==> config.mk <==
export PLATFORM = sky130hd
export DESIGN_NAME = fsd_quantizer
export DESIGN_NICKNAME = d
export VERILOG_FILES = /design/src/design/fsd_pkg.sv /design/src/design/fsd_quantizer.sv
export SDC_FILE = /design/constraint.sdc
export NUM_CORES = 1
export LEC_CHECK = 0
export ABC_AREA = 0
export BUFFER_PORTS_ARGS = -buffer_cell sky130_fd_sc_hd__buf_4
export CORE_MARGIN = 2
export CORE_UTILIZATION = 48
export DETAILED_ROUTE_END_ITERATION = 7
export MAX_ROUTING_LAYER = met4
export PLACE_DENSITY = 0.82
export SLEW_MARGIN = 15
export SYNTH_ARGS = -nofsm -noshare
export SYNTH_HDL_FRONTEND = slang
export SYNTH_SLANG_ARGS = --single-unit
export TNS_END_PERCENT = 20
==> constraint.sdc <==
create_clock -name vclk -period 8.3
set_input_delay 0 -clock vclk [all_inputs]
set_output_delay 0 -clock vclk [all_outputs]
set_load 0.03 [all_outputs]
==> src/design/fsd_pkg.sv <==
// shared types, constants and helpers of the error-diffusion dither block
`timescale 1ns / 1ps

package fsd_pkg;

  localparam int PIXEL_W        = 8;
  localparam int IMAGE_WIDTH_W  = 11;
  localparam int IMAGE_HEIGHT_W = 16;
  localparam int THRESHOLD_W    = 8;
  localparam int ERR_W          = 16;

  localparam int CFG_INDEX_W = 2;
  localparam int CFG_DATA_W  = 16;

  // register indexes of the config port
  localparam logic [CFG_INDEX_W-1:0] CFG_IMAGE_WIDTH  = 2'd0;
  localparam logic [CFG_INDEX_W-1:0] CFG_IMAGE_HEIGHT = 2'd1;
  localparam logic [CFG_INDEX_W-1:0] CFG_THRESHOLD    = 2'd2;

  localparam logic [IMAGE_WIDTH_W-1:0]  IMAGE_WIDTH_RST  = 11'd640;
  localparam logic [IMAGE_HEIGHT_W-1:0] IMAGE_HEIGHT_RST = 16'd480;
  localparam logic [THRESHOLD_W-1:0]    THRESHOLD_RST    = 8'd128;

  localparam logic [PIXEL_W-1:0] PIXEL_MAX = 8'd255;

  // diffusion weights in sixteenths
  localparam int W_RIGHT       = 7;
  localparam int W_BELOW_LEFT  = 3;
  localparam int W_BELOW       = 5;
  localparam int W_BELOW_RIGHT = 1;
  localparam int WEIGHT_SHIFT  = 4;

  typedef logic signed [ERR_W-1:0] err_t;

  // quantizer decision and the error shares it produces
  typedef struct packed {
    logic bright;
    err_t left_final;   // finished value of the column to the left
    err_t here_value;   // partial value of the current column
    err_t right_share;  // carry to the next pixel
    err_t diag_share;   // share for the next column, next row
  } diffuse_t;

  function automatic err_t sat16(input logic signed [31:0] v);
    if (v > 32'sd32767) begin
      return 16'sh7fff;
    end else if (v < -32'sd32768) begin
      return 16'sh8000;
    end else begin
      return v[ERR_W-1:0];
    end
  endfunction

endpackage

==> src/design/fsd_quantizer.sv <==
// threshold decision and the four weighted error shares for one pixel
`timescale 1ns / 1ps

module fsd_quantizer #(
  parameter int FRAC_BITS = 4
) (
  input  logic [fsd_pkg::PIXEL_W-1:0]     pixel,
  input  logic [fsd_pkg::THRESHOLD_W-1:0] threshold,
  input  fsd_pkg::err_t                   right_carry,
  input  fsd_pkg::err_t                   below,
  input  fsd_pkg::err_t                   diag_pending,
  input  fsd_pkg::err_t                   left_partial,
  output fsd_pkg::diffuse_t               result
);
  import fsd_pkg::*;

  localparam int BASE_W = (FRAC_BITS + PIXEL_W > ERR_W) ? FRAC_BITS + PIXEL_W : ERR_W;
  localparam int SUM_W  = BASE_W + 3;
  localparam int SH_W   = SUM_W + 3;
  localparam logic signed [SUM_W-1:0] FULL_SCALE =
    SUM_W'(signed'({1'b0, PIXEL_MAX})) <<< FRAC_BITS;

  logic signed [SUM_W-1:0] pixel_fx;
  logic signed [SUM_W-1:0] thr_fx;
  logic signed [SUM_W-1:0] corrected;
  logic signed [SUM_W-1:0] err;
  logic signed [SH_W-1:0]  err_x;
  logic signed [SH_W-1:0]  share_r;
  logic signed [SH_W-1:0]  share_bl;
  logic signed [SH_W-1:0]  share_b;
  logic signed [SH_W-1:0]  share_br;
  logic                    bright;

  always_comb begin
    pixel_fx  = SUM_W'(signed'({1'b0, pixel})) <<< FRAC_BITS;
    thr_fx    = SUM_W'(signed'({1'b0, threshold})) <<< FRAC_BITS;
    corrected = pixel_fx + SUM_W'(right_carry) + SUM_W'(below);
    bright    = corrected > thr_fx;
    err       = bright ? corrected - FULL_SCALE : corrected;
    err_x     = SH_W'(err);

    // arithmetic shift gives the floor of each share
    share_r  = (err_x * SH_W'(W_RIGHT)) >>> WEIGHT_SHIFT;
    share_bl = (err_x * SH_W'(W_BELOW_LEFT)) >>> WEIGHT_SHIFT;
    share_b  = (err_x * SH_W'(W_BELOW)) >>> WEIGHT_SHIFT;
    share_br = (err_x * SH_W'(W_BELOW_RIGHT)) >>> WEIGHT_SHIFT;

    result.bright      = bright;
    result.left_final  = sat16(32'(left_partial) + 32'(share_bl));
    result.here_value  = sat16(32'(diag_pending) + 32'(share_b));
    result.right_share = sat16(32'(share_r));
    result.diag_share  = sat16(32'(share_br));
  end

endmodule

Word level (Yosys, flattened, before mapping)
Index checks and enable logic that the tools add are counted.
Storage, ports and cells
  register bits: 0
  bits of input ports: 80
  output and inout bits: 65
  word-level logic and storage cells: 26
Operators by class
  add/sub/neg operators: 5
  $mul: 3
  order comparisons: 9
  muxes and demuxes: 9
Operators by type and width (count)
  two-way mux 16 bit: 8
  multiplier 19 x 4 -> 22 bit, second input constant: 2
  adder 16 x 18 -> 19 bit: 2
  > comparator 19 x 16 -> 1 bit, second input constant: 2
  < comparator 19 x 16 -> 1 bit, second input constant: 2
  multiplier 19 x 3 -> 22 bit, second input constant: 1
  two-way mux 19 bit: 1
  subtractor 18 x 13 -> 19 bit, second input constant: 1
  adder 17 x 16 -> 18 bit: 1
  > comparator 18 x 13 -> 1 bit: 1
  > comparator 18 x 16 -> 1 bit, second input constant: 1
  < comparator 18 x 16 -> 1 bit, second input constant: 1
  adder 13 x 16 -> 17 bit: 1
  > comparator 15 x 16 -> 1 bit, second input constant: 1
  < comparator 15 x 16 -> 1 bit, second input constant: 1

Depth between registers and ports, before layout
Gate-level depths: netlist of run 1.
  depth in word-level cells: 9
  depth in mapped cells: 41
  depth with buffers taken out: 39

Worst setup path before layout of run 1
Ideal clock, no wire load.
  path kind: input-to-output
  from: input pixel[0] (netlist bit)
  to: output result[55] (netlist bit)
  data arrival time: 8.776 ns
  data required time: 8.300 ns
  setup slack: -0.476 ns
  stages: 38
  buffers on the path: 2
  cells stage by stage: inv_1 -> fa_1 -> inv_1 -> ha_1 -> o211ai_1 -> a21oi_2 -> o2111a_1 -> a211o_1 -> ha_1 -> nand2_1 -> nor3_1 -> o21bai_1 -> o31a_1 -> a31o_2 -> buf_2 -> nor2b_1 -> and2b_1 -> xnor2_1 -> [... 2 more ...] -> ha_1 -> and2_1 -> o21ai_0 -> o31ai_1 -> o41ai_1 -> o2111ai_1 -> and2_1 -> o21ai_0 -> nor3b_1 -> nor2_1 -> ha_1 -> a21o_1 -> a2111oi_0 -> or4b_1 -> a31oi_1 -> a31oi_1 -> clkbuf_1 -> o21ai_0
RTL lines
  start, declared: line fsd_quantizer.sv:7  | input logic [fsd_pkg::PIXEL_W-1:0] pixel,
  end, declared: line fsd_quantizer.sv:13  | output fsd_pkg::diffuse_t result

==> summary.md, run 1 <==
| Metric | Value |
|---|---|
| Run status | `finished clean` |
| CP delay by family, top | `compound AO/OA/AOI/OAI gates` |
| Routed wire length per instance | `15.9 um` |
| Die area | `14800 um^2` |
| Pre-antenna DRT Iters | `5` |
| Starting DRT DRC Count | `428` |
| Seq cells | `0` |
| Initial Util | `49.6%` |
| Synth unique cells | `74` |
| Non-Filler Instances | `1211` |
| Synthesized instance count | `855` |
| Final Hold Fails | `0` |
| Setup Viol. Count Final | `0` |
| Crit path top cell by count | `buf_4` |
| IO Port Bufs | `145` |
| Setup CP Type | `input pin to primary output` |
| Register area share after synthesis | `0%` |
| RSZ-0062 raised after global routing | `true` |
| First-pass GRT wire length | `27.6 mm` |
| CP peak stage delay | `0.47 ns` |
| Clkbuf count | `0` |
| Hold_ws | `0.527 ns` |
| Slew Viols, Final | `0` |
| Post-Syn Nets | `1117` |
| Share of cells above drive strength 1 | `30.0%` |
| Setup crit start kind | `input pin` |
| Pre-CTS WS | `-0.143 ns` |
| Achievable Freq | `122 MHz` |
| GPL Wtd Cong | `0.898` |
| Die H | `122 um` |
| Worst Hold Path EP | `result[48]` |
| DP HPWL | `14.9 mm` |
| GRT Overall Usage | `22.5%` |
| # diodes | `0` |
| Reg area | `0 um^2` |
| Crit path time final | `8.19 ns` |
| Final net count | `1299` |
| Warnings, synthesis | `0` |
| Hold path depth | `5` |
| Area grow syn2layout | `35.8%` |
| DR vias | `6987` |
| Vias in the first global route | `6396` |
| Worst path required time | `8.30 ns` |
| Critical-path top delay cell | `fa_1` |
| Worst Tran Pin Value | `0.826 ns` |
| Worst slew margin | `44.8%` |
| Worst hold-check path type | `input pin to primary output` |
| Final Util | `67.3%` |
| Part of the cycle the worst path needs | `98.6%` |
| Gr ovfl total | `0` |
| Cts hold-fix bufs | `0` |
| DRT Wirelength | `19.3 mm` |
| CP Capture Type | `primary output` |
| Largest net degree at the start of global routing | `16` |
| Antenna violations before repair | `0` |
| DRC viols | `0` |
| CP arrival | `8.19 ns` |
| Final WS setup | `0.115 ns` |
| Worst Path Buf+Inv | `8` |
| Top cell type's share of synthesized area | `29.0%` |
| CORE AREA | `13400 um^2` |
| Antenna Nets Post-Route | `0` |
| Row cnt | `42` |
| Mapped Area | `6640 um^2` |
| Fill count | `1075` |
| Vias per std cell | `5.77` |
| HP Start | `left_partial[0]` |
| Synth area leaders | `ha_1, fa_1, xnor2_1` |
| Avg Inst Size Synth | `7.77 um^2` |
| Die Width | `122 um` |
| Crit path max fanout | `7` |
| Max-cap violations | `0` |
| Synth area leader | `ha_1` |
| Placed cells | `1191` |
| Ports | `145` |
## Yosys cell counts, types with 5 or more instances
cell type	count
and3_1	7
and2_1	13
nor3_1	23
o21ai_1	14
clkbuf_1	9
nand2_1	35
o21bai_1	12
o21a_1	14
o31ai_1	8
xor2_1	39
mux2i_1	5
nor2_1	56
a211oi_1	8
or2_2	6
nand3_1	22
xnor2_1	61
a31oi_1	7
fa_1	28
nor2b_1	17
ha_1	154
or3_1	9
o21ai_0	64
o211ai_1	6
nand2b_1	10
a21oi_1	45
inv_1	79
a21o_1	28
## cells by family after synthesis
family	share of synthesized area [%]
XOR/XNOR	13.2
AND/OR/NAND/NOR	18.0
AO/OA/AOI/OAI	25.0
adder cells (fa/ha/maj)	37.4
multiplexers	0.753
buffers and inverters	5.59
## cell type report
type                            count  area (um^2)  area share [%]
Inverter                           79          297            3.29
Timing Repair Buffer              195         1540            17.1
Tap cell                          176          220            2.44
Multi-Input combinational cell    761         6960            77.2
## routing by layer
layer,track usage (%),wire [um]
met2,41.0,9960
met3,1.22,863
met1,27.8,8020
met5,-,0
met4,3.95,409
## through the flow
stage | cell area [um^2] | TNS [ns]
6_report | 9020 | 0
5_1_grt | 9020 | -5.43
4_1_cts | 8350 | 0
3_5_place_dp | 8300 | -2.34
3_3_place_gp | 8300 | -0.196
2_1_floorplan | 6810 | 0
## repair_timing
action                                  4_1_cts  5_1_grt
endpoints found under the setup margin       30       47
cloned                                        0        3
resized for setup                            10       95
buffers inserted                              0       17
pin swaps                                     1       34
## placed cells by master (no fill, tap or decap), drive strengths merged, types with 3 or more instances in the layout
cell type,instances
a2111oi,3
a211o,4
a211oi,9
a21boi,5
a21o,29
a21oi,47
a31o,3
a31oi,8
and2,14
and3,7
buf,193
fa,28
ha,154
inv,79
mux2i,5
nand2,36
nand2b,10
nand3,24
nand4,6
nor2,56
nor2b,17
nor3,23
nor3b,4
nor4,4
o2111ai,3
o211ai,8
o21a,14
o21ai,78
o21bai,12
o221ai,4
o31ai,9
or2,6
or3,9
xnor2,61
xor2,39
## how the worst max path moves through the flow
| stage | slack [ns] | cells past startpoint | from | to |
|---|---|---|---|---|
| after global routing | -0.24 | 44 | right_carry[1] | result[58] |
| after floorplan | 0.04 | 37 | pixel[0] | result[39] |
| after CTS | 0.003 | 42 | pixel[0] | result[50] |
| after detailed placement | -0.14 | 39 | right_carry[1] | result[42] |
| final | 0.11 | 41 | pixel[1] | result[58] |
| after global placement | -0.04 | 40 | pixel[0] | result[50] |
Power of run 1 is not shown: default switching activity piles up to over one toggle a cycle in this logic, so the estimate is an artifact.
==> inputs of run 2 (changes only) <==
--- a/config.mk
+++ b/config.mk
@@ -5,13 +5,13 @@
 export SDC_FILE = /design/constraint.sdc
 export NUM_CORES = 1
 export LEC_CHECK = 0
-export ABC_AREA = 0
+export ABC_AREA = 1
 export BUFFER_PORTS_ARGS = -buffer_cell sky130_fd_sc_hd__buf_4
 export CORE_MARGIN = 2
 export CORE_UTILIZATION = 48
 export DETAILED_ROUTE_END_ITERATION = 7
 export MAX_ROUTING_LAYER = met4
-export PLACE_DENSITY = 0.82
+export PLACE_DENSITY = 0.81
 export SLEW_MARGIN = 15
 export SYNTH_ARGS = -nofsm -noshare
 export SYNTH_HDL_FRONTEND = slang
==> summary.md, run 2 <==
| Metric | Value |
|---|---|
| Hold_ws | `0.467 ns (-0.0603 ns)` |
| Post-Synth Adder-Cell Area | `34.8% (-2.7 points)` |
| Avg Inst Size Synth | `6.33 um^2 (-18%)` |
| Cts hold-fix bufs | `0 (unchanged)` |
| Row cnt | `44 (+4.8%)` |
| CP delay by family, top | `simple AND/OR/NAND/NOR gates` |
| Initial Util | `49.2% (-0.37 points)` |
| First-pass GRT wire length | `30.9 mm (+12%)` |
| GRT Overall Usage | `23.1% (+0.62 points)` |
| Synth area leaders | `ha_1, nand2_1, inv_1` |
| CP arrival | `7.73 ns (-0.46 ns)` |
| Clkbuf count | `0 (unchanged)` |
| CP Capture Type | `primary output` |
| Largest family of logic cells by synthesized area | `adder cells` |
| Ports | `145 (unchanged)` |
| Die H | `126 um (+3.6%)` |
| Post-Synth Simple-Gate Area | `26.4% (+8.4 points)` |
| Slew Viols, Final | `0 (unchanged)` |
| Metal2 WL | `8.86 mm (-11%)` |
| Mapped Area | `7150 um^2 (+7.6%)` |
| Starting DRT DRC Count | `386 (-9.8%)` |
| Routed wire length on met3 | `875 um (+1.4%)` |
| Vias per std cell | `5.23 (-9.3%)` |
| Pre-CTS WS | `-0.237 ns (-0.0943 ns)` |
| RSZ-0062 raised after global routing | `true` |
| Vias in the first global route | `7195 (+12%)` |
| Final Cell Area | `8610 um^2 (-4.6%)` |
| Reg area | `0 um^2 (unchanged)` |
| Register area share after synthesis | `0% (unchanged)` |
| Final Hold Fails | `0 (unchanged)` |
| Most frequent cells in the layout | `nand2_1, inv_1, buf_4` |
| Max Used Layer | `met4` |
| Top-count cell post-synth | `nand2_1` |
| Achievable Freq | `129 MHz (+5.9%)` |
| Worst Path Buf+Inv | `9 (+1)` |
| Synth area leader | `ha_1` |
| Die Width | `126 um (+3.6%)` |
| Worst Tran Pin Value | `0.707 ns (-0.119 ns)` |
| DP HPWL | `16.6 mm (+11%)` |
| CORE AREA | `14500 um^2 (+8.5%)` |
| Top cell type's share of synthesized area | `26.9% (-2.1 points)` |
| Routed wire length per instance | `12.7 um (-20%)` |
| Pre-antenna DRT Iters | `5 (unchanged)` |
| Cell count along the critical path | `54 (+32%)` |
| Crit path top cell by count | `nand2_1` |
| DR vias | `7649 (+9.5%)` |
| Placed Instance Area | `8470 um^2 (+2.0%)` |
| Synth unique cells | `45 (-39%)` |
| DRC viols | `0 (unchanged)` |
| Crit path time final | `7.73 ns (-0.458 ns)` |
| Seq cells | `0 (unchanged)` |
| TNS Setup | `0 ns (unchanged)` |
| Post-synthesis mux area share | `0% (-0.75 points)` |
| Compound-Gate Fraction of Synth Area | `15.6% (-9.5 points)` |
| Leading cell type in the layout, fill and taps excluded | `nand2_1` |
| Die area | `15900 um^2 (+7.4%)` |
| Hold path depth | `5 (unchanged)` |
| Synthesized instance count | `1129 (+32%)` |
| GPL Wtd Cong | `0.976 (+8.6%)` |
| IO Port Bufs | `145 (unchanged)` |
| Critical-path top delay cell | `fa_1` |
| Antenna violations before repair | `0 (unchanged)` |
| Share of cells above drive strength 1 | `15.1% (-15 points)` |
| Largest net degree at the start of global routing | `16 (unchanged)` |
| M1 wire length | `8.37 mm (+4.5%)` |
| Final net count | `1542 (+19%)` |
| Run status | `finished clean` |
| Max-cap violations | `0 (unchanged)` |
| Worst path required time | `8.30 ns (about the same)` |
| Setup crit start kind | `input pin` |
| Worst hold-check path type | `input pin to primary output` |
| Xor and xnor fraction of the mapped netlist area | `12.0% (-1.2 points)` |
| Warnings, synthesis | `0 (unchanged)` |
| Worst slew margin | `52.5% (+7.7 points)` |
| Final WS setup | `0.572 ns (+0.458 ns)` |
| Part of the cycle the worst path needs | `93.1% (-5.5 points)` |
| # diodes | `0 (unchanged)` |
| Setup CP Type | `input pin to primary output` |
| Setup Viol. Count Final | `0 (unchanged)` |
| CP peak stage delay | `0.52 ns (+0.05 ns)` |
| Crit path max fanout | `12 (+5)` |
| Gr ovfl total | `0 (unchanged)` |
| DRT Wirelength | `18.6 mm (-3.4%)` |
| Antenna Nets Post-Route | `0 (unchanged)` |
| Area grow syn2layout | `20.3%` |
| Post-Syn Nets | `1391 (+25%)` |
| Top cells by count, synth | `nand2_1, inv_1, ha_1, a21oi_1, nor2_1` |
==> run 2: changes by cell type in the layout (fill, tap and decap cells not counted), moves of 17 or more <==
| cell | previous run | this run |
|---|---|---|
| nand3_1 | 22 | 63 |
| buf_4 | 187 | 158 |
| ha_1 | 137 | 154 |
| xor2_1 | 37 | 56 |
| a21o_1 | 28 | 8 |
| xnor2_1 | 55 | 33 |
| inv_1 | 77 | 197 |
| a21oi_1 | 39 | 90 |
| nand2_1 | 33 | 263 |
==> run 2: cell families after synthesis <==
| group | count (synthesis) |
|---|---|
| AOI/OAI and AO/OA | 198 |
| xor gates and xnor gates | 96 |
| adders and majority gates | 182 |
| buffers and inverters | 208 |
| and+or+nand+nor | 445 |
==> run 2: final cells by class <==
cell class / count / area, um^2
multi-input combinational: 921 / 6440
inverter: 199 / 747
fill: 1439 / 5930
tap: 184 / 230
timing repair buffer: 158 / 1190
==> run 2: worst min-delay path, cell delays in order <==
cell,delay [ns]
buf_4,0.08
ha_1,0.14
nand2_1,0.05
nand2_1,0.05
buf_4,0.15
==> run 2: layer usage <==
metal  vias to the layer above  global-route usage, %
met5                         -                      -
met4                         0                   5.24
met3                        49                   1.06
met2                       217                   41.0
met1                      3391                   29.1
li1                       3992                      -
==> run 2: repair_timing <==
action	4_1_cts	5_1_grt
endpoints found under the setup margin	25	31
setup buffers	0	6
gates resized for setup	2	21
pin swaps	0	4
==> run 2: through the flow <==
step | util [%] | cells
6_report | 59.2 | 1462
5_1_grt | 59.2 | 1462
4_1_cts | 58.3 | 1456
3_5_place_dp | 58.2 | 1456
3_3_place_gp | 58.2 | 1456
2_1_floorplan | - | 1129
==> run 2: final timing paths <==
path                            start    endpoint  slack [ns]
worst max-delay path         pixel[0]  result[45]        0.57
worst min-delay path  diag_pending[0]  result[32]        0.47
Power of run 2 is left out for the same reason.
